<file path="config.mk">
export PLATFORM = sky130hd
export DESIGN_NAME = fat12_ram
export DESIGN_NICKNAME = d
export VERILOG_FILES = /design/src/sv/fat12_cluster_chain_walker_macros.svh /design/src/sv/fat12_ram.sv
export SDC_FILE = /design/constraint.sdc
export NUM_CORES = 1
export LEC_CHECK = 0
export ABC_AREA = 0
export BUFFER_PORTS_ARGS = -buffer_cell sky130_fd_sc_hd__buf_2
export CORE_MARGIN = 2
export CORE_UTILIZATION = 68
export CTS_BUF_LIST = sky130_fd_sc_hd__clkbuf_4
export CTS_CLUSTER_SIZE = 12
export DETAILED_ROUTE_END_ITERATION = 6
export HOLD_SLACK_MARGIN = 0.12
export PLACE_DENSITY = 0.84
export SYNTH_ARGS = -nofsm -noshare
export SYNTH_HDL_FRONTEND = slang
export SYNTH_SLANG_ARGS = --single-unit
</file>
<file path="constraint.sdc">
create_clock -name clk_i -period 5.8 [get_ports clk_i]
set_clock_uncertainty 0.1 [all_clocks]
set_input_delay 0.87 -clock clk_i [delete_from_list [all_inputs] [get_ports clk_i]]
set_output_delay 0.87 -clock clk_i [all_outputs]
set_load 0.005 [all_outputs]
</file>
<file path="src/sv/fat12_cluster_chain_walker_macros.svh">
// ----------------------------------------------------------------------------
// FAT12 cluster chain walker assertion macros
// Concurrent assertion helpers; the bodies compile away when SYNTH is defined.
// ----------------------------------------------------------------------------
`ifndef FAT12_CLUSTER_CHAIN_WALKER_MACROS_SVH
`define FAT12_CLUSTER_CHAIN_WALKER_MACROS_SVH

`ifndef SYNTH

// Property must hold at every clock edge out of reset.
`define FAT12_ASSERT(lbl, clk, rstn, prop) \
  lbl: assert property (@(posedge clk) disable iff (!rstn) (prop)) \
    else $error("fat12 assertion failed");

// Consequent must hold on the clock edge after the antecedent.
`define FAT12_ASSERT_NEXT(lbl, clk, rstn, ante, cons) \
  lbl: assert property (@(posedge clk) disable iff (!rstn) (ante) |=> (cons)) \
    else $error("fat12 assertion failed");

`else

`define FAT12_ASSERT(lbl, clk, rstn, prop)
`define FAT12_ASSERT_NEXT(lbl, clk, rstn, ante, cons)

`endif

`endif

</file>
<file path="src/sv/fat12_ram.sv">
// ----------------------------------------------------------------------------
// FAT12 generic RAM
// One write port, one read port, read data registered.
// ----------------------------------------------------------------------------
module fat12_ram #(
  parameter int unsigned WIDTH = 12,
  parameter int unsigned DEPTH = 16,
  localparam int unsigned AW   = (DEPTH > 1) ? $clog2(DEPTH) : 1
) (
  input  logic             clk_i,
  input  logic             we_i,
  input  logic [AW-1:0]    waddr_i,
  input  logic [WIDTH-1:0] wdata_i,
  input  logic             re_i,
  input  logic [AW-1:0]    raddr_i,
  output logic [WIDTH-1:0] rdata_o
);

  logic [WIDTH-1:0] mem_q [DEPTH];
  logic [WIDTH-1:0] rdata_q;

  always_ff @(posedge clk_i) begin
    if (we_i) begin
      mem_q[waddr_i] <= wdata_i;
    end
    if (re_i) begin
      rdata_q <= mem_q[raddr_i];
    end
  end

  assign rdata_o = rdata_q;

endmodule

</file>
==> results of run 1 <==
## cell usage after synthesis
library cell,number
nor3_1,4
nor2_1,13
edfxtp_1,204
buf_6,1
a22oi_1,24
nand3_1,1
mux4_1,15
and2_1,1
nand3b_1,2
nand2b_1,2
nor2b_1,2
nand2_1,13
buf_12,2
buf_2,5
mux4_2,33
or3b_1,1
clkbuf_1,6
## cells by family (layout without fill, tap and decap cells)
family	count (synthesis)	in the layout	synth area share, %
DFF	204	204	79.4
buffers and inverters	14	134	1.28
AOI/OAI and AO/OA	24	24	2.33
and+or+nand+nor	39	39	2.30
muxes	48	48	14.7
## through the flow
stage               utilization, %  setup WS [ps]  hold WS (ps)  total power, mW  instances
global route                  79.6           2920           508             2.98        589
CTS                           79.6           3010           486             2.89        589
floorplan                        -           3130           598             1.78        329
finish                        79.6           3060           523             2.87        589
detailed placement            74.5           2350           641             1.85        510
global placement              74.5           2400           616             1.84        510
## per-layer routing
layer / GRT usage [%] / vias up / wire (µm) / share of wire, %
li1: - / 1623 / - / -
met1: 38.5 / 1976 / 5800 / 37
met2: 40.7 / 257 / 7590 / 49
met3: 6.59 / 43 / 1640 / 11
met4: 12.5 / 0 / 536 / 3.4
met5: 0 / - / 0 / 0
## registers in the layout, summed over array words and instances, names as in the netlist
name,cells
mem_q,192
rdata_o,12
## how the worst max path moves through the flow
stage	from	to	slack, ps	cells past startpoint
floorplan	waddr_i[2]	mem_q[0][0]	3130	2
global placement	raddr_i[0]	rdata_o[5]	2400	5
detailed placement	raddr_i[0]	rdata_o[5]	2350	5
CTS	raddr_i[0]	rdata_o[5]	3010	5
global route	raddr_i[0]	rdata_o[5]	2920	5
finish	raddr_i[0]	rdata_o[5]	3060	5
## critical path, cell delays in order
cell	delay, ps
buf_2	660
buf_4	510
mux4_1	620
a22oi_1	210
nand2_1	90
## layout by cell type (no fill, tap or decap)
| cell | netlist | layout |
|---|---|---|
| a22oi_1 | 24 | 24 |
| and2_1 | 1 | 1 |
| buf_2 | 5 | 34 |
| buf_4 | 0 | 21 |
| clkbuf_4 | 0 | 68 |
| clkinv_1 | 0 | 8 |
| clkinv_2 | 0 | 1 |
| clkinvlp_4 | 0 | 1 |
| edfxtp_1 | 204 | 204 |
| inv_2 | 0 | 1 |
| mux4_1 | 15 | 15 |
| mux4_2 | 33 | 33 |
| nand2_1 | 13 | 13 |
| nand2b_1 | 2 | 2 |
| nand3_1 | 1 | 1 |
| nand3b_1 | 2 | 2 |
| nor2_1 | 13 | 13 |
| nor2b_1 | 2 | 2 |
| nor3_2 | 0 | 4 |
| or3b_1 | 1 | 1 |
## area by class of cell
class | instances | area (µm²)
clock buffer | 68 | 510
clock inverter | 11 | 46.3
fill | 561 | 2230
multi-input combinational | 111 | 1520
sequential | 204 | 6130
tap | 140 | 175
timing repair buffer | 55 | 328
## power by group through the flow
stage | clock [mW] | sequential, mW | combinational, mW
after global placement | 0 | 1.70 | 0.137
after CTS | 1.07 | 1.67 | 0.143
after floorplan | 0 | 1.70 | 0.0809
after detailed placement | 0 | 1.70 | 0.144
final | 1.06 | 1.67 | 0.142
after global routing | 1.15 | 1.67 | 0.154
==> metrics.md, run 1 <==
| Metric | Value |
|---|---|
| Status | completed |
| Initial core utilization | between 70% and 80% |
| RSZ-0062 raised after global routing | no |
| Syn nets | about 350 |
| Setup bufs post-CTS | 0 |
| WP data arrival | 2990 ps |
| Tightest Pin Transition | between 800 and 900 ps |
| Num ports | 35 |
| Total wire length | 15600 µm |
| GRT Total Usage | between 20 and 30% |
| Largest net degree at the start of global routing | 49 |
| Core area | 10900 µm² |
| Hold_sp | wdata_i[4] |
| Min-Delay Path Class | in2reg |
| CTS resizes | 0 |
| Fin. Hold Viols | 0 |
| Seq pwr share | roughly 58% |
| Hold path depth | 1 |
| Setup TNS | 0 ps |
| Die Area | roughly 12000 µm² |
| GPL Wtd Cong | roughly 0.74 |
| Synth area leader | edfxtp_1 |
| Drc violations | 0 |
| Worst-skew pair later-pin latency | 620 ps |
| Ranking of synthesized cells by area | edfxtp_1 (79%), mux4_2 (9.6%), mux4_1 (5.1%) |
| Vias in the first global route | between 4000 and 5000 |
| Yosys cell types | 17 |
| Largest fanout on the critical path | 27 |
| R2R setup slack | approximately 4200 ps |
| Clock period minus worst slack | 2740 ps |
| Chip height | roughly 110 µm |
| Lkg Pwr | 2.94 nW |
| Critical path capture point type | flop |
| N_diodes | 0 |
| Vias post-DR | ~3900 |
| Max Buffers Root-to-Sink | 3 |
| Hold Path End | mem_q[13][4] |
| Clock Sinks | 204 |
| Clock buffer count from CTS | 47 |
| 1st-pass router iterations | 5 |
| Critical path class | in2reg |
| Yosys warning count | 0 |
| Slew HR | approximately two fifths |
| CTS tree | yes |
| RR Startpoint | mem_q[8][3] |
| Final setup fails | 0 |
| R2R cell count | 3 |
| # Max-Cap Violations | 0 |
| Avg Cell Area, Syn | between 20 and 25 µm² |
| Sw Ratio | 21.4% |
| Reg clk slew, reported paths | around 70 ps |
| DR WL/cell | about 26 µm |
| Clock Power Share | approximately 37% |
| Initial antenna violation count | 0 |
| Syn Inst Count | about 330 |
| Port Buffers | 34 |
| Top-area cell type share of the netlist area | just under 80% |
| Crit start category | input port |
| WP data required | between 6000 and 7000 ps |
| GRT overflow | 0 |
| Net switching power | 0.612 mW |
| Layout area overhead | 12.7% |
| Area post-placement | just over 8000 µm² |
| Design area | about 8700 µm² |
| F_max | 365 MHz |
| Via density | ~6.6 |
| Synthesized area | a little under 8000 µm² |
| Root Buffer | clkbuf_4 |
| Peak supply drop | ~0.25 mV |
| Global-route wire length before repair | around 24000 µm |
| Count of pins over their slew limit | 0 |
| Combinational power share | approximately 5% |
| Detail Route Antenna Nets | 0 |
| Ratio of cells with drive above 1 in the final layout | between 30 and 40% |
| Reg-to-Reg End | rdata_o[3] |
| H-Tree Depth | 2 |
| #FFs+latches synth | between 200 and 250 |
| Sequential-to-total area share from yosys stat | 79.4% |
| Internal power | approximately 2.3 mW |
| Starting DRT DRC Count | about 440 |
| DP HPWL | 9040 µm |
| Num rows | 38 |
| Final #Nets | 442 |
| Hold buffers post-CTS | 0 |
| Die width | roughly 110 µm |
| Crit share post-route | a little under half |
| PwrDens | between 300 and 400 nW/µm² |
No activity file was read; power rests on OpenSTA's default activity.
==> run 2: changes to the inputs <==
--- a/config.mk
+++ b/config.mk
@@ -5,15 +5,15 @@
 export SDC_FILE = /design/constraint.sdc
 export NUM_CORES = 1
 export LEC_CHECK = 0
-export ABC_AREA = 0
+export ABC_AREA = 1
 export BUFFER_PORTS_ARGS = -buffer_cell sky130_fd_sc_hd__buf_2
 export CORE_MARGIN = 2
-export CORE_UTILIZATION = 68
+export CORE_UTILIZATION = 58
 export CTS_BUF_LIST = sky130_fd_sc_hd__clkbuf_4
 export CTS_CLUSTER_SIZE = 12
 export DETAILED_ROUTE_END_ITERATION = 6
 export HOLD_SLACK_MARGIN = 0.12
-export PLACE_DENSITY = 0.84
+export PLACE_DENSITY = 0.76
 export SYNTH_ARGS = -nofsm -noshare
 export SYNTH_HDL_FRONTEND = slang
 export SYNTH_SLANG_ARGS = --single-unit
==> constraint.sdc (replaced) <==
create_clock -name clk_i -period 2.4 [get_ports clk_i]
set_clock_uncertainty 0.1 [all_clocks]
set_input_delay 0.36 -clock clk_i [delete_from_list [all_inputs] [get_ports clk_i]]
set_output_delay 0.36 -clock clk_i [all_outputs]
set_load 0.005 [all_outputs]
==> run 2 against run 1 <==
  * First-iteration DRC count up 73%
  * Synthesized cell count up 150%
  * Flip-flop and latch count unchanged
  * Clock power up 150%
  * Sequential share of layout area down 8.0 points
  * Total power up 150%
  * Critical path type is now reg2out
  * Largest cell class unchanged
  * Largest power group unchanged
==> metrics.md, run 2 <==
| Metric | Value |
|---|---|
| PwrDens | 725 nW/µm² (+120%) |
| Num rows | 44 (+16%) |
| Count of pins over their slew limit | 0 (unchanged) |
| Cell Count, Final, Fillers Out | 1120 (+90%) |
| Via density | 5.44 (-18%) |
| Chip height | 126 µm (+14%) |
| Final #Nets | 928 (+110%) |
| Worst Setup SP | rdata_o[3] |
| Largest reg by FF count | mem_q |
| Max incr delay on CP | 450 ps (-210 ps) |
| RR Startpoint | mem_q[1][5] |
| #FFs+latches synth | 204 (unchanged) |
| Most frequent cell after synthesis | nand2_1 |
| Critical path capture point type | output pin |
| Post-layout util | 67.3% (-12 points) |
| Max reg flops | 192 (unchanged) |
| Status | completed |
| Setup WS post-layout | 696 ps (-2360 ps) |
| Yosys warning count | 0 (unchanged) |
| Synth area leader | edfxtp_1 |
| Yosys cell types | 12 (-5) |
| # Max-Cap Violations | 0 (unchanged) |
| R2R setup slack | 1180 ps (-3000 ps) |
| Clock Sinks | 204 (unchanged) |
| DP HPWL | 11800 µm (+31%) |
| Core area | 14600 µm² (+33%) |
| Total wire length | 20000 µm (+29%) |
| Die width | 126 µm (+14%) |
| Top Family by Delay on Critical Path | flip-flops |
| CTS tree | yes |
| Pre-CTS WS | 620 ps (-1730 ps) |
| Critical path class | reg2out |
| GPL Wtd Cong | 0.825 (+12%) |
| Setup TNS | 0 ps (unchanged) |
| Synthesized area | 8680 µm² (+12%) |
| Reg clk slew, reported paths | 60 ps (about the same) |
| Fin. Hold Viols | 0 (unchanged) |
| Storage cell area | 6130 µm² (unchanged) |
| Setup bufs post-CTS | 0 (unchanged) |
| DR WL/cell | 17.9 µm (-32%) |
| CTS resizes | 0 (unchanged) |
| Crit path to | rdata_o[3] |
| H-Tree Depth | 2 (unchanged) |
| Top-area cell type share of the netlist area | 70.6% (-8.8 points) |
| Peak supply drop | 0.427 mV (+74%) |
| Global-route wire length before repair | 31600 µm (+32%) |
| Port Buffers | 34 (unchanged) |
| Max Buffers Root-to-Sink | 3 (unchanged) |
| Crit start category | flop |
| Clock buffer count from CTS | 50 (+6.4%) |
| Vias post-DR | 6089 (+56%) |
| RSZ-0062 raised after global routing | no |
| Most frequent cells in the layout | nand2_1 (257), edfxtp_1 (204), inv_1 (149), nand3_1 (145), clkbuf_4 (68) |
| 1st-pass router iterations | 5 (unchanged) |
| Drc violations | 0 (unchanged) |
| Initial core utilization | 59.5% (-11 points) |
| WP data arrival | 1240 ps (-1750 ps) |
| Design area | 9820 µm² (+13%) |
| Worst path depth | 1 (-4) |
| Post-synth ARST share | 0% (unchanged) |
| CP cell instances | buf_2 |
| Die Area | 16000 µm² (+31%) |
| Final setup fails | 0 (unchanged) |
| Commonest non-fill, non-tap cell in the layout | nand2_1 |
| N_diodes | 0 (unchanged) |
| Tightest hold margin | 206 ps (-317 ps) |
| Detail Route Antenna Nets | 0 (unchanged) |
| Sequential-to-total area share from yosys stat | 70.6% (-8.8 points) |
| Number of enable flip-flop cells after synthesis | 204 (unchanged) |
| Crit share post-route | 71.0% |
| Buffers plus inverters on the worst setup path | 1 (-1) |
| Tightest Pin Transition | 582 ps (-298 ps) |
| R2R cell count | 6 (+3) |
| Root Buffer | clkbuf_4 |
| Fill cells | 1070 (+91%) |
| GRT overflow | 0 (unchanged) |
| Cell count after placement | 1024 (+100%) |
| Avg Cell Area, Syn | 10.7 µm² (-54%) |
| Area post-placement | 9120 µm² (+12%) |
| Worst-skew pair later-pin latency | 650 ps (+30 ps) |
| CP max-delay cell | edfxtp_1 |
| Layout area overhead | 13.1% |
| Footprint of the multi-input gates | 1770 µm² (+17%) |
| WP data required | 1940 ps (-4110 ps) |
| Vias in the first global route | 6028 (+45%) |
| Ratio of cells with drive above 1 in the final layout | 14.9% (-21 points) |
| Main synth FF type | edfxtp_1 |
| Syn Inst Count | 813 (+150%) |
| Syn nets | 836 (+140%) |
| Ranking of synthesized cells by area | edfxtp_1 (71%), nand2_1 (11%), nand3_1 (8.4%) |
| Num ports | 35 (unchanged) |
| F_max | between 500 and 600 MHz |
| Largest fanout on the critical path | 1 (-96%) |
| Power after layout | 7.12 mW (+150%) |
| Reg-to-Reg End | rdata_o[5] |
| Starting DRT DRC Count | 761 (+73%) |
| Min-Delay Path Class | in2reg |
| Top post-synthesis cells by count | nand2_1 (257), edfxtp_1 (204), inv_1 (149) |
| Clock period minus worst slack | between 1500 and 2000 ps |
| Largest net degree at the start of global routing | 97 (+98%) |
| Slew HR | 61.1% (+20 points) |
| Initial antenna violation count | 0 (unchanged) |
| Lkg Pwr | 4.31 nW (+46%) |
| GRT Total Usage | 26.1% (-0.88 points) |
-- run 2: cell count changes after synthesis, moves of 3 or more --
cell	previous run	this run
a22oi_1	24	0
buf_2	5	20
nand2_1	13	257
mux4_1	15	0
nor3_1	4	0
buf_1	0	5
buf_4	0	3
nor2_1	13	17
mux4_2	33	0
inv_1	0	149
buf_6	1	6
nand3_1	1	145
-- run 2: cell type report --
| type | count | area share, % |
|---|---|---|
| clock buffers | 68 | 5.20 |
| clock inverters | 15 | 0.650 |
| inverters | 150 | 5.73 |
| multi-input cells | 421 | 18.0 |
| flip-flops and latches | 204 | 62.4 |
| well taps | 184 | 2.34 |
| repair buffers | 78 | 5.68 |
-- run 2: layer usage --
layer,wire length [µm],vias up,track usage (%)
li1,-,2844,-
met1,8070,2820,36.8
met5,0,-,0
met2,9260,361,39.5
met3,2110,64,5.99
met4,593,0,11.6
-- run 2: cells by family after synthesis --
logic type / share of synthesized area (%)
buffers and inverters: 9.06
AND/OR/NAND/NOR: 20.4
flip-flops: 70.6
-- run 2: worst min-delay path by stage --
stage / start / endpoint / slack, ps / depth (start not counted)
4_1_cts: waddr_i[2] / mem_q[4][11] / 150 / 3
3_5_place_dp: mem_q[10][6] / rdata_o[6] / 610 / 6
5_1_grt: raddr_i[3] / rdata_o[5] / 200 / 4
6_report: waddr_i[2] / mem_q[4][11] / 210 / 3
3_3_place_gp: mem_q[10][6] / rdata_o[6] / 620 / 6
2_1_floorplan: wdata_i[0] / mem_q[0][0] / 360 / 0
-- run 2: report_power, final --
group | internal, mW | switching (mW) | total, mW | leakage, nW
Sequential | 4.01 | 0.0279 | 4.04 | 1.85
Clock | 1.31 | 1.30 | 2.61 | 0.345
Combinational | 0.150 | 0.324 | 0.473 | 2.11
-- run 2: timing repair --
action,in CTS,in global routing
setup endpoints to repair,0,0
hold endpoints to repair,204,0
hold buffers,13,0
