File: config.mk
export PLATFORM = sky130hd
export DESIGN_NAME = fat12_loader
export DESIGN_NICKNAME = d
export VERILOG_FILES = /design/src/sv/fat12_cluster_chain_walker_macros.svh /design/src/sv/fat12_pkg.sv /design/src/sv/fat12_loader.sv
export SDC_FILE = /design/constraint.sdc
export NUM_CORES = 1
export LEC_CHECK = 0
export BUFFER_PORTS_ARGS = -buffer_cell sky130_fd_sc_hd__buf_2
export CAP_MARGIN = 0
export CORE_MARGIN = 5
export CORE_UTILIZATION = 50
export CTS_CLUSTER_DIAMETER = 40
export DETAILED_ROUTE_END_ITERATION = 16
export PLACE_DENSITY = 0.87
export REMOVE_ABC_BUFFERS = 1
export SLEW_MARGIN = 20
export SYNTH_ARGS = -nofsm -noshare
export SYNTH_HDL_FRONTEND = slang
export SYNTH_SLANG_ARGS = --single-unit
export TNS_END_PERCENT = 30
File: constraint.sdc
create_clock -name clk_i -period 2.8 [get_ports clk_i]
set_clock_uncertainty 0.15 [all_clocks]
set_input_delay 0.42 -clock clk_i [delete_from_list [all_inputs] [get_ports clk_i]]
set_output_delay 0.42 -clock clk_i [all_outputs]
set_load 0.05 [all_outputs]
File: src/sv/fat12_cluster_chain_walker_macros.svh
// ----------------------------------------------------------------------------
// FAT12 cluster chain walker assertion macros
// Concurrent assertion helpers; the bodies compile away when SYNTH is defined.
// ----------------------------------------------------------------------------
`ifndef FAT12_CLUSTER_CHAIN_WALKER_MACROS_SVH
`define FAT12_CLUSTER_CHAIN_WALKER_MACROS_SVH

`ifndef SYNTH

// Property must hold at every clock edge out of reset.
`define FAT12_ASSERT(lbl, clk, rstn, prop) \
  lbl: assert property (@(posedge clk) disable iff (!rstn) (prop)) \
    else $error("fat12 assertion failed");

// Consequent must hold on the clock edge after the antecedent.
`define FAT12_ASSERT_NEXT(lbl, clk, rstn, ante, cons) \
  lbl: assert property (@(posedge clk) disable iff (!rstn) (ante) |=> (cons)) \
    else $error("fat12 assertion failed");

`else

`define FAT12_ASSERT(lbl, clk, rstn, prop)
`define FAT12_ASSERT_NEXT(lbl, clk, rstn, ante, cons)

`endif

`endif

File: src/sv/fat12_pkg.sv
// ----------------------------------------------------------------------------
// FAT12 walker package
// Shared constants, request and status codes, and the table write bundle.
// ----------------------------------------------------------------------------
package fat12_pkg;

  localparam int unsigned FAT_ENTRIES_DEF = 3072;
  // Sector size is a power of two; sector counts come from a shift.
  localparam int unsigned SECTOR_BYTES    = 512;
  localparam int unsigned SECTOR_SHIFT    = $clog2(SECTOR_BYTES);

  localparam int unsigned ENTRY_W   = 12;
  localparam int unsigned SECTOR_W  = 16;
  localparam int unsigned LEFT_W    = 24;
  localparam int unsigned SIZE_W    = 32;

  localparam logic [SECTOR_W-1:0] DATA_START_RST = 16'd33;
  localparam logic [ENTRY_W-1:0]  END_MARK       = 12'hFF8;
  localparam logic [ENTRY_W-1:0]  ENTRY_BEYOND   = 12'hFFF;
  localparam logic [ENTRY_W-1:0]  FIRST_DATA_CL  = 12'd2;
  localparam logic [7:0]          NIBBLE_MASK    = 8'h0F;
  localparam logic [LEFT_W-1:0]   LEFT_MAX       = {LEFT_W{1'b1}};

  typedef enum logic [1:0] {
    REQ_LOAD = 2'd0,
    REQ_OPEN = 2'd1,
    REQ_NEXT = 2'd2,
    REQ_RSVD = 2'd3
  } req_e;

  typedef enum logic [2:0] {
    STAT_SECTOR    = 3'd0,
    STAT_LOAD_OK   = 3'd1,
    STAT_EMPTY     = 3'd2,
    STAT_UNRECOV   = 3'd3,
    STAT_CHAIN_END = 3'd4,
    STAT_NO_OPEN   = 3'd5
  } status_e;

  // Write of one unpacked byte triple: even and odd table banks.
  typedef struct packed {
    logic               we_even;
    logic               we_odd;
    logic [ENTRY_W-1:0] data_even;
    logic [ENTRY_W-1:0] data_odd;
  } fat12_wr_t;

endpackage

File: src/sv/fat12_loader.sv
// ----------------------------------------------------------------------------
// FAT12 table loader
// Collects FAT bytes in threes and writes two 12-bit entries per triple.
// ----------------------------------------------------------------------------
module fat12_loader
  import fat12_pkg::*;
#(
  parameter int unsigned FAT_ENTRIES = FAT_ENTRIES_DEF,
  localparam int unsigned BANK_DEPTH = (FAT_ENTRIES + 1) / 2,
  localparam int unsigned ODD_DEPTH  = FAT_ENTRIES / 2,
  localparam int unsigned ADDR_W     = $clog2(BANK_DEPTH),
  localparam int unsigned TRIPLE_W   = $clog2(BANK_DEPTH + 1)
) (
  input  logic              clk_i,
  input  logic              rst_ni,
  input  logic              load_i,
  input  logic [7:0]        byte_i,
  output fat12_wr_t         wr_o,
  output logic [ADDR_W-1:0] waddr_o
);

  logic [1:0]          phase_q, phase_d;
  logic [TRIPLE_W-1:0] triple_q, triple_d;
  logic [7:0]          first_q, first_d;
  logic [7:0]          second_q, second_d;
  logic [7:0]          second_lo;
  logic                room;

  // Bytes past the last triple are answered but dropped.
  assign room = triple_q < TRIPLE_W'(BANK_DEPTH);

  assign second_lo = second_q & NIBBLE_MASK;

  always_comb begin
    phase_d  = phase_q;
    triple_d = triple_q;
    first_d  = first_q;
    second_d = second_q;
    if (load_i && room) begin
      case (phase_q)
        2'd0: begin
          first_d = byte_i;
          phase_d = 2'd1;
        end
        2'd1: begin
          second_d = byte_i;
          phase_d  = 2'd2;
        end
        default: begin
          phase_d  = 2'd0;
          triple_d = triple_q + TRIPLE_W'(1);
        end
      endcase
    end
  end

  always_comb begin
    wr_o.we_even   = load_i && room && (phase_q == 2'd2);
    // Odd entry of the last triple may lie beyond the table.
    wr_o.we_odd    = wr_o.we_even && (triple_q < TRIPLE_W'(ODD_DEPTH));
    wr_o.data_even = {second_lo[3:0], first_q};
    wr_o.data_odd  = {byte_i, second_q[7:4]};
  end

  assign waddr_o = triple_q[ADDR_W-1:0];

  always_ff @(posedge clk_i or negedge rst_ni) begin
    if (!rst_ni) begin
      phase_q  <= 2'd0;
      triple_q <= '0;
      first_q  <= '0;
      second_q <= '0;
    end else begin
      phase_q  <= phase_d;
      triple_q <= triple_d;
      first_q  <= first_d;
      second_q <= second_d;
    end
  end

endmodule

==> results.py, run 1 <==
metrics = {
    "detailed_routing": {
        "wl_per_cell_um": 14.6,
        "vias": 870,
        "viasPerCell": 5.09,
        "firstDrtPassIters": 4,
        "drc": 0,
        "ant_nets": 0,
        "drt-total-wl_mm": 2.49,
        "drt-initial-drc-count": 23,
    },
    "floorplan": {
        "pin_count": 48,
        "start_util": 0.514,
        "core_sq_um": 2430,
        "placementRows": 18,
        "die_h_um": 60,
        "dieWidth_um": 60,
        "die_area_sq_um": 3600,
    },
    "cells_and_area": {
        "syn_to_final_growth_pct": 21.0,
        "finalNonFillerCells": 171,
        "drive_gt1_frac": 0.496,
        "fillers": 207,
        "nets": 152,
        "antenna_cells": 0,
    },
    "setup_path": {
        "required_ns": 2.23,
        "cp-start-kind": "flop",
        "path_cells": "a21boi_0 > nand2_1 > nor2_1 > buf_2",
        "crit_slowest_cell": "dfrtp_1",
        "reg2reg_depth": 3,
        "timing.rr.end": "first_q[3]$_DFFE_PN0P_",
        "path_buf_inv": 1,
        "reg2reg_slack_ns": 0.89,
        "crit_fanout": 5,
        "critical_path_class": "flop to output pin",
        "max_stage_delay_ns": 0.44,
        "reg2reg_from": "waddr_o[9]$_DFFE_PN0P_",
        "crit_family": "flip-flops",
        "cp-end-kind": "output pin",
        "crit_arrival_ns": 1.63,
    },
    "clocking": {
        "cts_tree": "done",
        "cts_max_level": 2,
        "cts_root_buf": "clkbuf_4",
        "cts_resized": 0,
        "postCtsSetupBuffers": 0,
        "clock_sinks": 29,
        "numCtsBuffers": 5,
        "clk-insertion-delay-late_ns": 0.33,
        "cts_max_path_buffers": 2,
        "path_clk_slew_ns": 0.09,
    },
    "timing": {
        "worst_pin_slew_ns": 0.617,
        "hold_viol": 0,
        "setup_tns_ns": 0,
        "fin_crit_ns": 2.20,
        "setup_violations": 0,
        "max_freq_mhz": 455,
        "drv_slew": 0,
        "slew_headroom": 0.589,
        "timing.final.crit_share": 0.785,
        "rsz0062_at_grt": "no",
    },
    "flow_run": {
        "max_cap_viol_count": 0,
    },
    "placed_design": {
        "dp.cells": 162,
        "port_buffers": 47,
        "routabilityCongestion": 0.787,
        "hpwlAfterDp_mm": 1.81,
    },
    "pwr": {
        "cellPowerDensity_nw_per_um2": 1300,
        "switching_share": 0.508,
        "clock_power_share": 0.124,
        "vdd_ir_drop_max_uv": 933,
        "p_comb_frac": 0.526,
        "p_leak_nw": 0.805,
        "p_int_mw": 0.964,
        "sequentialPowerShare": 0.349,
        "power_switching_mw": 0.996,
    },
    "hold_path": {
        "min_from": "byte_i[5]",
        "hold_depth": 2,
        "holdPathEnd": "first_q[5]$_DFFE_PN0P_",
        "hold_path_class": "primary input to flop",
    },
    "synthesis": {
        "yosys.area.top_type": "dfrtp_1",
        "synth_cell_types": 19,
        "netlist.area_leader.share": 0.581,
        "syn-instance-count": 94,
        "ys_warn_count": 0,
        "ys_seq_elements": 29,
        "ys_seq_area_frac": 0.581,
        "syn_area_sq_um": 1250,
        "synth_area_leaders": "dfrtp_1, mux2_4, mux2_2, xnor2_1, buf_4",
        "syn_area_per_cell_sq_um": 13.3,
    },
    "global_routing": {
        "grt_overflow": 0,
        "grt_pass1_vias": 828,
        "grt_usage": 0.152,
        "antenna_found_initial": 0,
        "grt_max_degree": 30,
        "grt_pass1_wl_mm": 3.84,
    },
    "status": {
        "status": "finished, final reports clean",
    },
}
power by group through the flow:
stage                     clock network, mW  registers (mW)  logic (mW)
after detailed placement                  0           0.693        1.04
final                                 0.243           0.685        1.03
after global placement                    0           0.685        1.02
after floorplan                           0            1.20       0.267
after CTS                             0.257           0.685        1.04
after global routing                  0.278           0.706        1.08
placed cells by master, fill, tap and decap left out, drive strengths merged, types with 2 or more instances in the layout:
cell and count:
nor2 4, dfrtp 29, clkbuf 6, and3 2
buf 47, nand3 6, mux2 16, xnor2 9
nand2 9, nand4 2, clkinv 2
stage by stage:
step | instance area [sq um] | power (mW) | hold slack, ns | utilization | setup WS (ns)
detailed placement | 1450 | 1.73 | 0.326 | 0.597 | 0.814
CTS | 1510 | 1.99 | 0.164 | 0.622 | 0.565
global route | 1510 | 2.06 | 0.164 | 0.622 | 0.376
global placement | 1450 | 1.71 | 0.311 | 0.597 | 0.846
finish | 1510 | 1.96 | 0.188 | 0.622 | 0.603
floorplan | 1180 | 1.47 | -0.0256 | - | 0.502
cell type report:
| type | instances | area [sq um] | area share |
|---|---|---|---|
| clock inverters | 2 | 10.0 | 0.00662 |
| flip-flops and latches | 29 | 726 | 0.480 |
| repair buffers | 48 | 245 | 0.162 |
| clock buffers | 6 | 41.3 | 0.0273 |
| multi-input cells | 55 | 449 | 0.297 |
| well taps | 30 | 37.5 | 0.0248 |
| inverters | 1 | 3.75 | 0.00248 |
state kept, by name, summed over array words and instances, names as in the netlist:
register  count
waddr_o      11
first_q       8
second_q      8
phase_q       2
timing repair:
action                                 4_1_cts  5_1_grt
endpoints found under the hold margin       29        0
setup endpoints to repair                    0        0
hold buffers                                 1        0
synthesized netlist by cell type (all sizes together):
| master | number |
|---|---|
| dfrtp | 29 |
| nand4 | 2 |
| nor3 | 1 |
| a41o | 1 |
| and3 | 2 |
| inv | 1 |
| buf | 9 |
| nor2 | 4 |
| ha | 1 |
| mux2 | 16 |
| a21bo | 1 |
| a21boi | 1 |
| or3 | 1 |
| xnor2 | 9 |
| nand2 | 9 |
| o21ai | 1 |
| nand3 | 6 |
per-layer routing:
layer	global-route usage	part of all wire
met4	0.0665	0.012
met5	0	0
met3	0.0821	0.11
met1	0.189	0.45
met2	0.218	0.42
worst max-delay path by stage:
stage	start	cells past startpoint	slack (ns)	end
floorplan	waddr_o[9]$_DFFE_PN0P_	3	0.50	wr_o[24]
global placement	load_i	4	0.85	first_q[2]$_DFFE_PN0P_
detailed placement	load_i	4	0.81	first_q[3]$_DFFE_PN0P_
CTS	waddr_o[9]$_DFFE_PN0P_	4	0.56	wr_o[25]
global route	waddr_o[9]$_DFFE_PN0P_	4	0.38	wr_o[25]
finish	waddr_o[9]$_DFFE_PN0P_	4	0.60	wr_o[25]
logic make-up after synthesis:
| logic type | after synthesis | share of synthesized area |
|---|---|---|
| and+or+nand+nor | 25 | 0.0921 |
| muxes | 16 | 0.168 |
| buffers and inverters | 10 | 0.0601 |
| adders and majority gates | 1 | 0.0100 |
| DFF | 29 | 0.581 |
| AOI/OAI and AO/OA | 4 | 0.0260 |
| xor gates and xnor gates | 9 | 0.0631 |
Note: power is estimated with default switching activity, not from simulation.
==> run 2, diff against run 1 <==
--- a/config.mk
+++ b/config.mk
@@ -7,11 +7,12 @@
 export LEC_CHECK = 0
 export BUFFER_PORTS_ARGS = -buffer_cell sky130_fd_sc_hd__buf_2
 export CAP_MARGIN = 0
+export CORE_ASPECT_RATIO = 2
 export CORE_MARGIN = 5
-export CORE_UTILIZATION = 50
+export CORE_UTILIZATION = 47
 export CTS_CLUSTER_DIAMETER = 40
 export DETAILED_ROUTE_END_ITERATION = 16
-export PLACE_DENSITY = 0.87
+export PLACE_DENSITY = 0.83
 export REMOVE_ABC_BUFFERS = 1
 export SLEW_MARGIN = 20
 export SYNTH_ARGS = -nofsm -noshare
==> constraint.sdc (replaced) <==
create_clock -name clk_i -period 2.05 [get_ports clk_i]
set_clock_uncertainty 0.15 [all_clocks]
set_input_delay 0.3075 -clock clk_i [delete_from_list [all_inputs] [get_ports clk_i]]
set_output_delay 0.3075 -clock clk_i [all_outputs]
set_load 0.05 [all_outputs]
==> results.py, run 2 (synthesized netlist as in run 1, its figures left out) <==
metrics = {
    "clocking": {
        "clk-insertion-delay-late_ns": 0.28,
        "cts_tree": "done",
        "numCtsBuffers": 5,
        "cts_max_path_buffers": 2,
        "cts_root_buf": "clkbuf_8",
        "path_clk_slew_ns": 0.06,
        "clock_sinks": 29,
        "cts_max_level": 2,
    },
    "pwr": {
        "vdd_ir_drop_max_uv": 994,
        "cellPowerDensity_nw_per_um2": 1880,
        "p_leak_nw": 0.831,
    },
    "setup_path": {
        "path_cells": "a21boi_1 > nand2_1 > nor2_1 > clkbuf_4",
        "cp-start-kind": "flop",
        "reg2reg_from": "waddr_o[9]$_DFFE_PN0P_",
        "crit_family": "flip-flops",
        "critical_path_class": "flop to output pin",
        "path_buf_inv": 1,
        "required_ns": 1.59,
        "max_stage_delay_ns": 0.43,
        "crit_slowest_cell": "dfrtp_1",
        "startpoint": "waddr_o[9]$_DFFE_PN0P_",
        "crit_fanout": 5,
        "cp-end-kind": "output pin",
        "crit_arrival_ns": 1.46,
    },
    "global_routing": {
        "grt_pass1_wl_mm": 4.27,
        "antenna_found_initial": 0,
        "grt_usage": 0.152,
        "grt_overflow": 0,
        "grt_max_degree": 30,
        "grt_pass1_vias": 933,
    },
    "timing": {
        "drv_slew": 0,
        "timing.final.crit_share": 0.937,
        "hold_viol": 0,
        "slew_headroom": 0.579,
        "fin_ws_ns": 0.130,
        "worst_pin_slew_ns": 0.631,
        "max_freq_mhz": 521,
        "setup_violations": 0,
        "hold_ws_ns": 0.132,
        "fin_crit_ns": 1.92,
    },
    "detailed_routing": {
        "drt-total-wl_mm": 2.60,
        "top_layer_used": "met4",
        "ant_nets": 0,
        "wl_per_cell_um": 15.4,
        "wl_met3_um": 241,
        "firstDrtPassIters": 3,
        "viasPerCell": 5.15,
        "wl_met2_mm": 1.38,
        "drt-initial-drc-count": 8,
        "drc": 0,
        "vias": 870,
        "met1_length_um": 932,
    },
    "placed_design": {
        "dp.cells": 160,
        "pre_cts_ws_ns": 0.161,
        "hpwlAfterDp_mm": 1.97,
        "routabilityCongestion": 0.734,
        "placed_cell_area_sq_um": 1450,
        "port_buffers": 47,
    },
    "floorplan": {
        "core_sq_um": 2570,
        "placementRows": 26,
        "die_h_um": 82.9,
        "start_util": 0.486,
        "pin_count": 48,
        "die_area_sq_um": 3850,
        "dieWidth_um": 46.5,
    },
    "cells_and_area": {
        "final_cell_mix": "buf_2, dfrtp_1, nand2_1, xnor2_1",
        "final_common_cell": "buf_2",
        "finalNonFillerCells": 169,
        "nets": 152,
        "syn_to_final_growth_pct": 26.4,
        "fin_area_sq_um": 1580,
        "largest_reg_flops": 11,
        "antenna_cells": 0,
        "drive_gt1_frac": 0.496,
    },
    "hold_path": {
        "hold_path_class": "primary input to flop",
        "min_from": "byte_i[1]",
    },
    "status": {
        "status": "finished, final reports clean",
    },
    "flow_run": {
        "max_cap_viol_count": 0,
    },
}
## run 2: routing by layer
layer / vias to the layer above / GRT usage
met5: - / 0
met4: 0 / 0.0544
met3: 4 / 0.0541
met2: 38 / 0.256
met1: 424 / 0.164
li1: 404 / -
## run 2: cell type report
cell class                      instances  area, sq um
Clock buffer                            7         86.3
Clock inverter                          1         30.0
Fill cell                             230          990
Inverter                                1         3.75
Multi-Input combinational cell         55          449
Sequential cell                        29          726
Tap cell                               28         35.0
Timing Repair Buffer                   48          250
## run 2: report_power, final
group          switching [mW]  internal (mW)
clock                   0.212          0.396
sequential              0.150          0.788
combinational            1.01          0.407
total                    1.38           1.59
## run 2: path summary, 6_finish.rpt
| kind | end | slack, ns | depth (start not counted) |
|---|---|---|---|
| hold / removal | first_q[1]$_DFFE_PN0P_ | 0.13 | 2 |
| hold reg to reg | waddr_o[8]$_DFFE_PN0P_ | 0.34 | 1 |
| min in group asynchronous | phase_q[1]$_DFFE_PN0N_ | 0.43 | 2 |
| setup reg to reg | first_q[6]$_DFFE_PN0P_ | 0.17 | 3 |
| setup / recovery | wr_o[24] | 0.13 | 4 |
| max in group asynchronous | second_q[4]$_DFFE_PN0P_ | 0.91 | 2 |
## run 2: what timing repair did
action	4_1_cts	5_1_grt
gates resized for setup	1	2
hold endpoints to repair	29	0
setup buffers	0	0
setup endpoints to repair	2	2
hold buffers	1	0
## run 2: worst reg2reg max path, cell delays in order (launching register included)
cell and delay, ns:
dfrtp_1 0.43, a21bo_1 0.25, or3_1 0.56, mux2_4 0.39
## run 2: metrics by stage
step / total power, mW / TNS (ns) / util
floorplan: 2.01 / -0.272 / -
global placement: 2.34 / 0 / 0.564
detailed placement: 2.38 / 0 / 0.564
CTS: 3.01 / 0 / 0.613
global route: 3.11 / -0.0195 / 0.615
finish: 2.97 / 0 / 0.615
==> run 3, diff against run 2 <==
==> constraint.sdc (replaced) <==
create_clock -name clk_i -period 2.05 [get_ports clk_i]
set_clock_uncertainty 0.15 [all_clocks]
set_input_delay 0.205 -clock clk_i [delete_from_list [all_inputs] [get_ports clk_i]]
set_output_delay 0.205 -clock clk_i [all_outputs]
set_load 0.05 [all_outputs]
==> results.py, run 3 (synthesized netlist as in run 1, its figures left out) <==
metrics = {
    "pwr": {
        "vdd_ir_drop_max_uv": 1500,
        "cellPowerDensity_nw_per_um2": 1820,
        "p_leak_nw": 0.818,
    },
    "global_routing": {
        "antenna_found_initial": 0,
        "grt_pass1_wl_mm": 4.39,
        "grt_pass1_vias": 983,
        "grt_usage": 0.156,
        "grt_max_degree": 30,
        "grt_overflow": 0,
    },
    "timing": {
        "slew_headroom": 0.586,
        "worst_pin_slew_ns": 0.621,
        "setup_tns_ns": 0,
        "hold_viol": 0,
        "rsz0062_at_grt": "no",
        "timing.final.crit_share": 0.912,
        "setup_violations": 0,
        "hold_ws_ns": 0.0232,
        "max_freq_mhz": 535,
        "fin_crit_ns": 1.87,
        "drv_slew": 0,
    },
    "detailed_routing": {
        "wl_per_cell_um": 15.4,
        "vias": 886,
        "viasPerCell": 5.24,
        "firstDrtPassIters": 4,
        "drc": 0,
        "drt-initial-drc-count": 11,
        "drt-total-wl_mm": 2.60,
        "ant_nets": 0,
    },
    "placed_design": {
        "routabilityCongestion": 0.711,
        "hpwlAfterDp_mm": 1.92,
        "port_buffers": 47,
    },
    "cells_and_area": {
        "final_common_cell": "buf_2",
        "nets": 152,
        "drive_gt1_frac": 0.496,
        "final_cell_mix": "buf_2, dfrtp_1, nand2_1, xnor2_1",
        "largest_reg_flops": 11,
        "syn_to_final_growth_pct": 23.3,
        "antenna_cells": 0,
    },
    "clocking": {
        "numCtsBuffers": 5,
        "clock_sinks": 29,
        "clk-insertion-delay-late_ns": 0.29,
        "postCtsSetupBuffers": 0,
        "path_clk_slew_ns": 0.06,
        "cts_max_level": 2,
        "cts_root_buf": "clkbuf_8",
        "cts_max_path_buffers": 2,
        "cts_tree": "done",
    },
    "hold_path": {
        "hold_path_class": "primary input to flop",
        "holdPathEnd": "first_q[1]$_DFFE_PN0P_",
        "hold_depth": 2,
        "min_from": "byte_i[1]",
    },
    "setup_path": {
        "reg2reg_from": "waddr_o[9]$_DFFE_PN0P_",
        "reg2reg_slack_ns": 0.18,
        "crit_arrival_ns": 1.89,
        "required_ns": 2.07,
        "critical_path_class": "flop to flop",
        "reg2reg_depth": 3,
        "cp-start-kind": "flop",
        "timing.rr.end": "first_q[7]$_DFFE_PN0P_",
        "cp-end-kind": "flop",
        "crit_fanout": 9,
    },
    "floorplan": {
        "die_area_sq_um": 3850,
        "die_h_um": 82.9,
        "dieWidth_um": 46.5,
        "core_sq_um": 2570,
        "start_util": 0.486,
        "pin_count": 48,
        "placementRows": 26,
    },
    "flow_run": {
        "max_cap_viol_count": 0,
    },
    "status": {
        "status": "finished, final reports clean",
    },
}
==> run 3: critical path, cell delays in order, from the launching register on <==
cell and delay [ns]:
dfrtp_1 0.42, a21bo_1 0.25, or3_1 0.55, mux2_4 0.38
==> run 3: area by class of cell <==
type / instances / area (sq um)
multi-input cells: 55 / 449
well taps: 28 / 35.0
clock inverters: 2 / 10.0
clock buffers: 6 / 72.6
repair buffers: 48 / 245
inverters: 1 / 3.75
flip-flops and latches: 29 / 726
fillers: 215 / 1030
==> run 3: through the flow <==
stage          utilization  worst slack (ns)  cells  power [mW]  instance area (sq um)
4_1_cts              0.600            0.0965    169        2.84                   1540
3_5_place_dp         0.564             0.171    160        2.38                   1450
6_report             0.600             0.180    169        2.81                   1540
2_1_floorplan            -           -0.0335     85        2.01                   1180
5_1_grt              0.600            0.0566    169        2.95                   1540
3_3_place_gp         0.564             0.229    160        2.34                   1450
==> run 3: power breakdown <==
part           internal [mW]  switching (mW)  total, mW
logic                  0.401            1.01       1.41
clock network          0.234           0.219      0.454
registers              0.788           0.156      0.944
total                   1.42            1.39       2.81
==> run 3: routing by layer <==
layer / track usage / vias up / wire [um]
li1: - / 404 / -
met1: 0.178 / 433 / 955
met2: 0.244 / 44 / 1330
met3: 0.0628 / 5 / 259
met4: 0.0725 / 0 / 55
met5: 0 / - / 0
==> run 3: worst max path at each step <==
stage	start	endpoint	slack (ns)	cells past startpoint
after global routing	waddr_o[9]$_DFFE_PN0P_	wr_o[24]	0.06	4
after floorplan	waddr_o[9]$_DFFE_PN0P_	wr_o[24]	-0.03	3
after detailed placement	waddr_o[9]$_DFFE_PN0P_	first_q[4]$_DFFE_PN0P_	0.17	3
after global placement	waddr_o[9]$_DFFE_PN0P_	first_q[6]$_DFFE_PN0P_	0.23	3
final	waddr_o[9]$_DFFE_PN0P_	first_q[7]$_DFFE_PN0P_	0.18	3
after CTS	waddr_o[9]$_DFFE_PN0P_	wr_o[24]	0.1	4
==> run 3: timing repair <==
action / CTS / global route
resized for setup: 0 / 1
endpoints found under the setup margin: 0 / 2
hold buffers: 1 / 0
endpoints found under the hold margin: 29 / 0
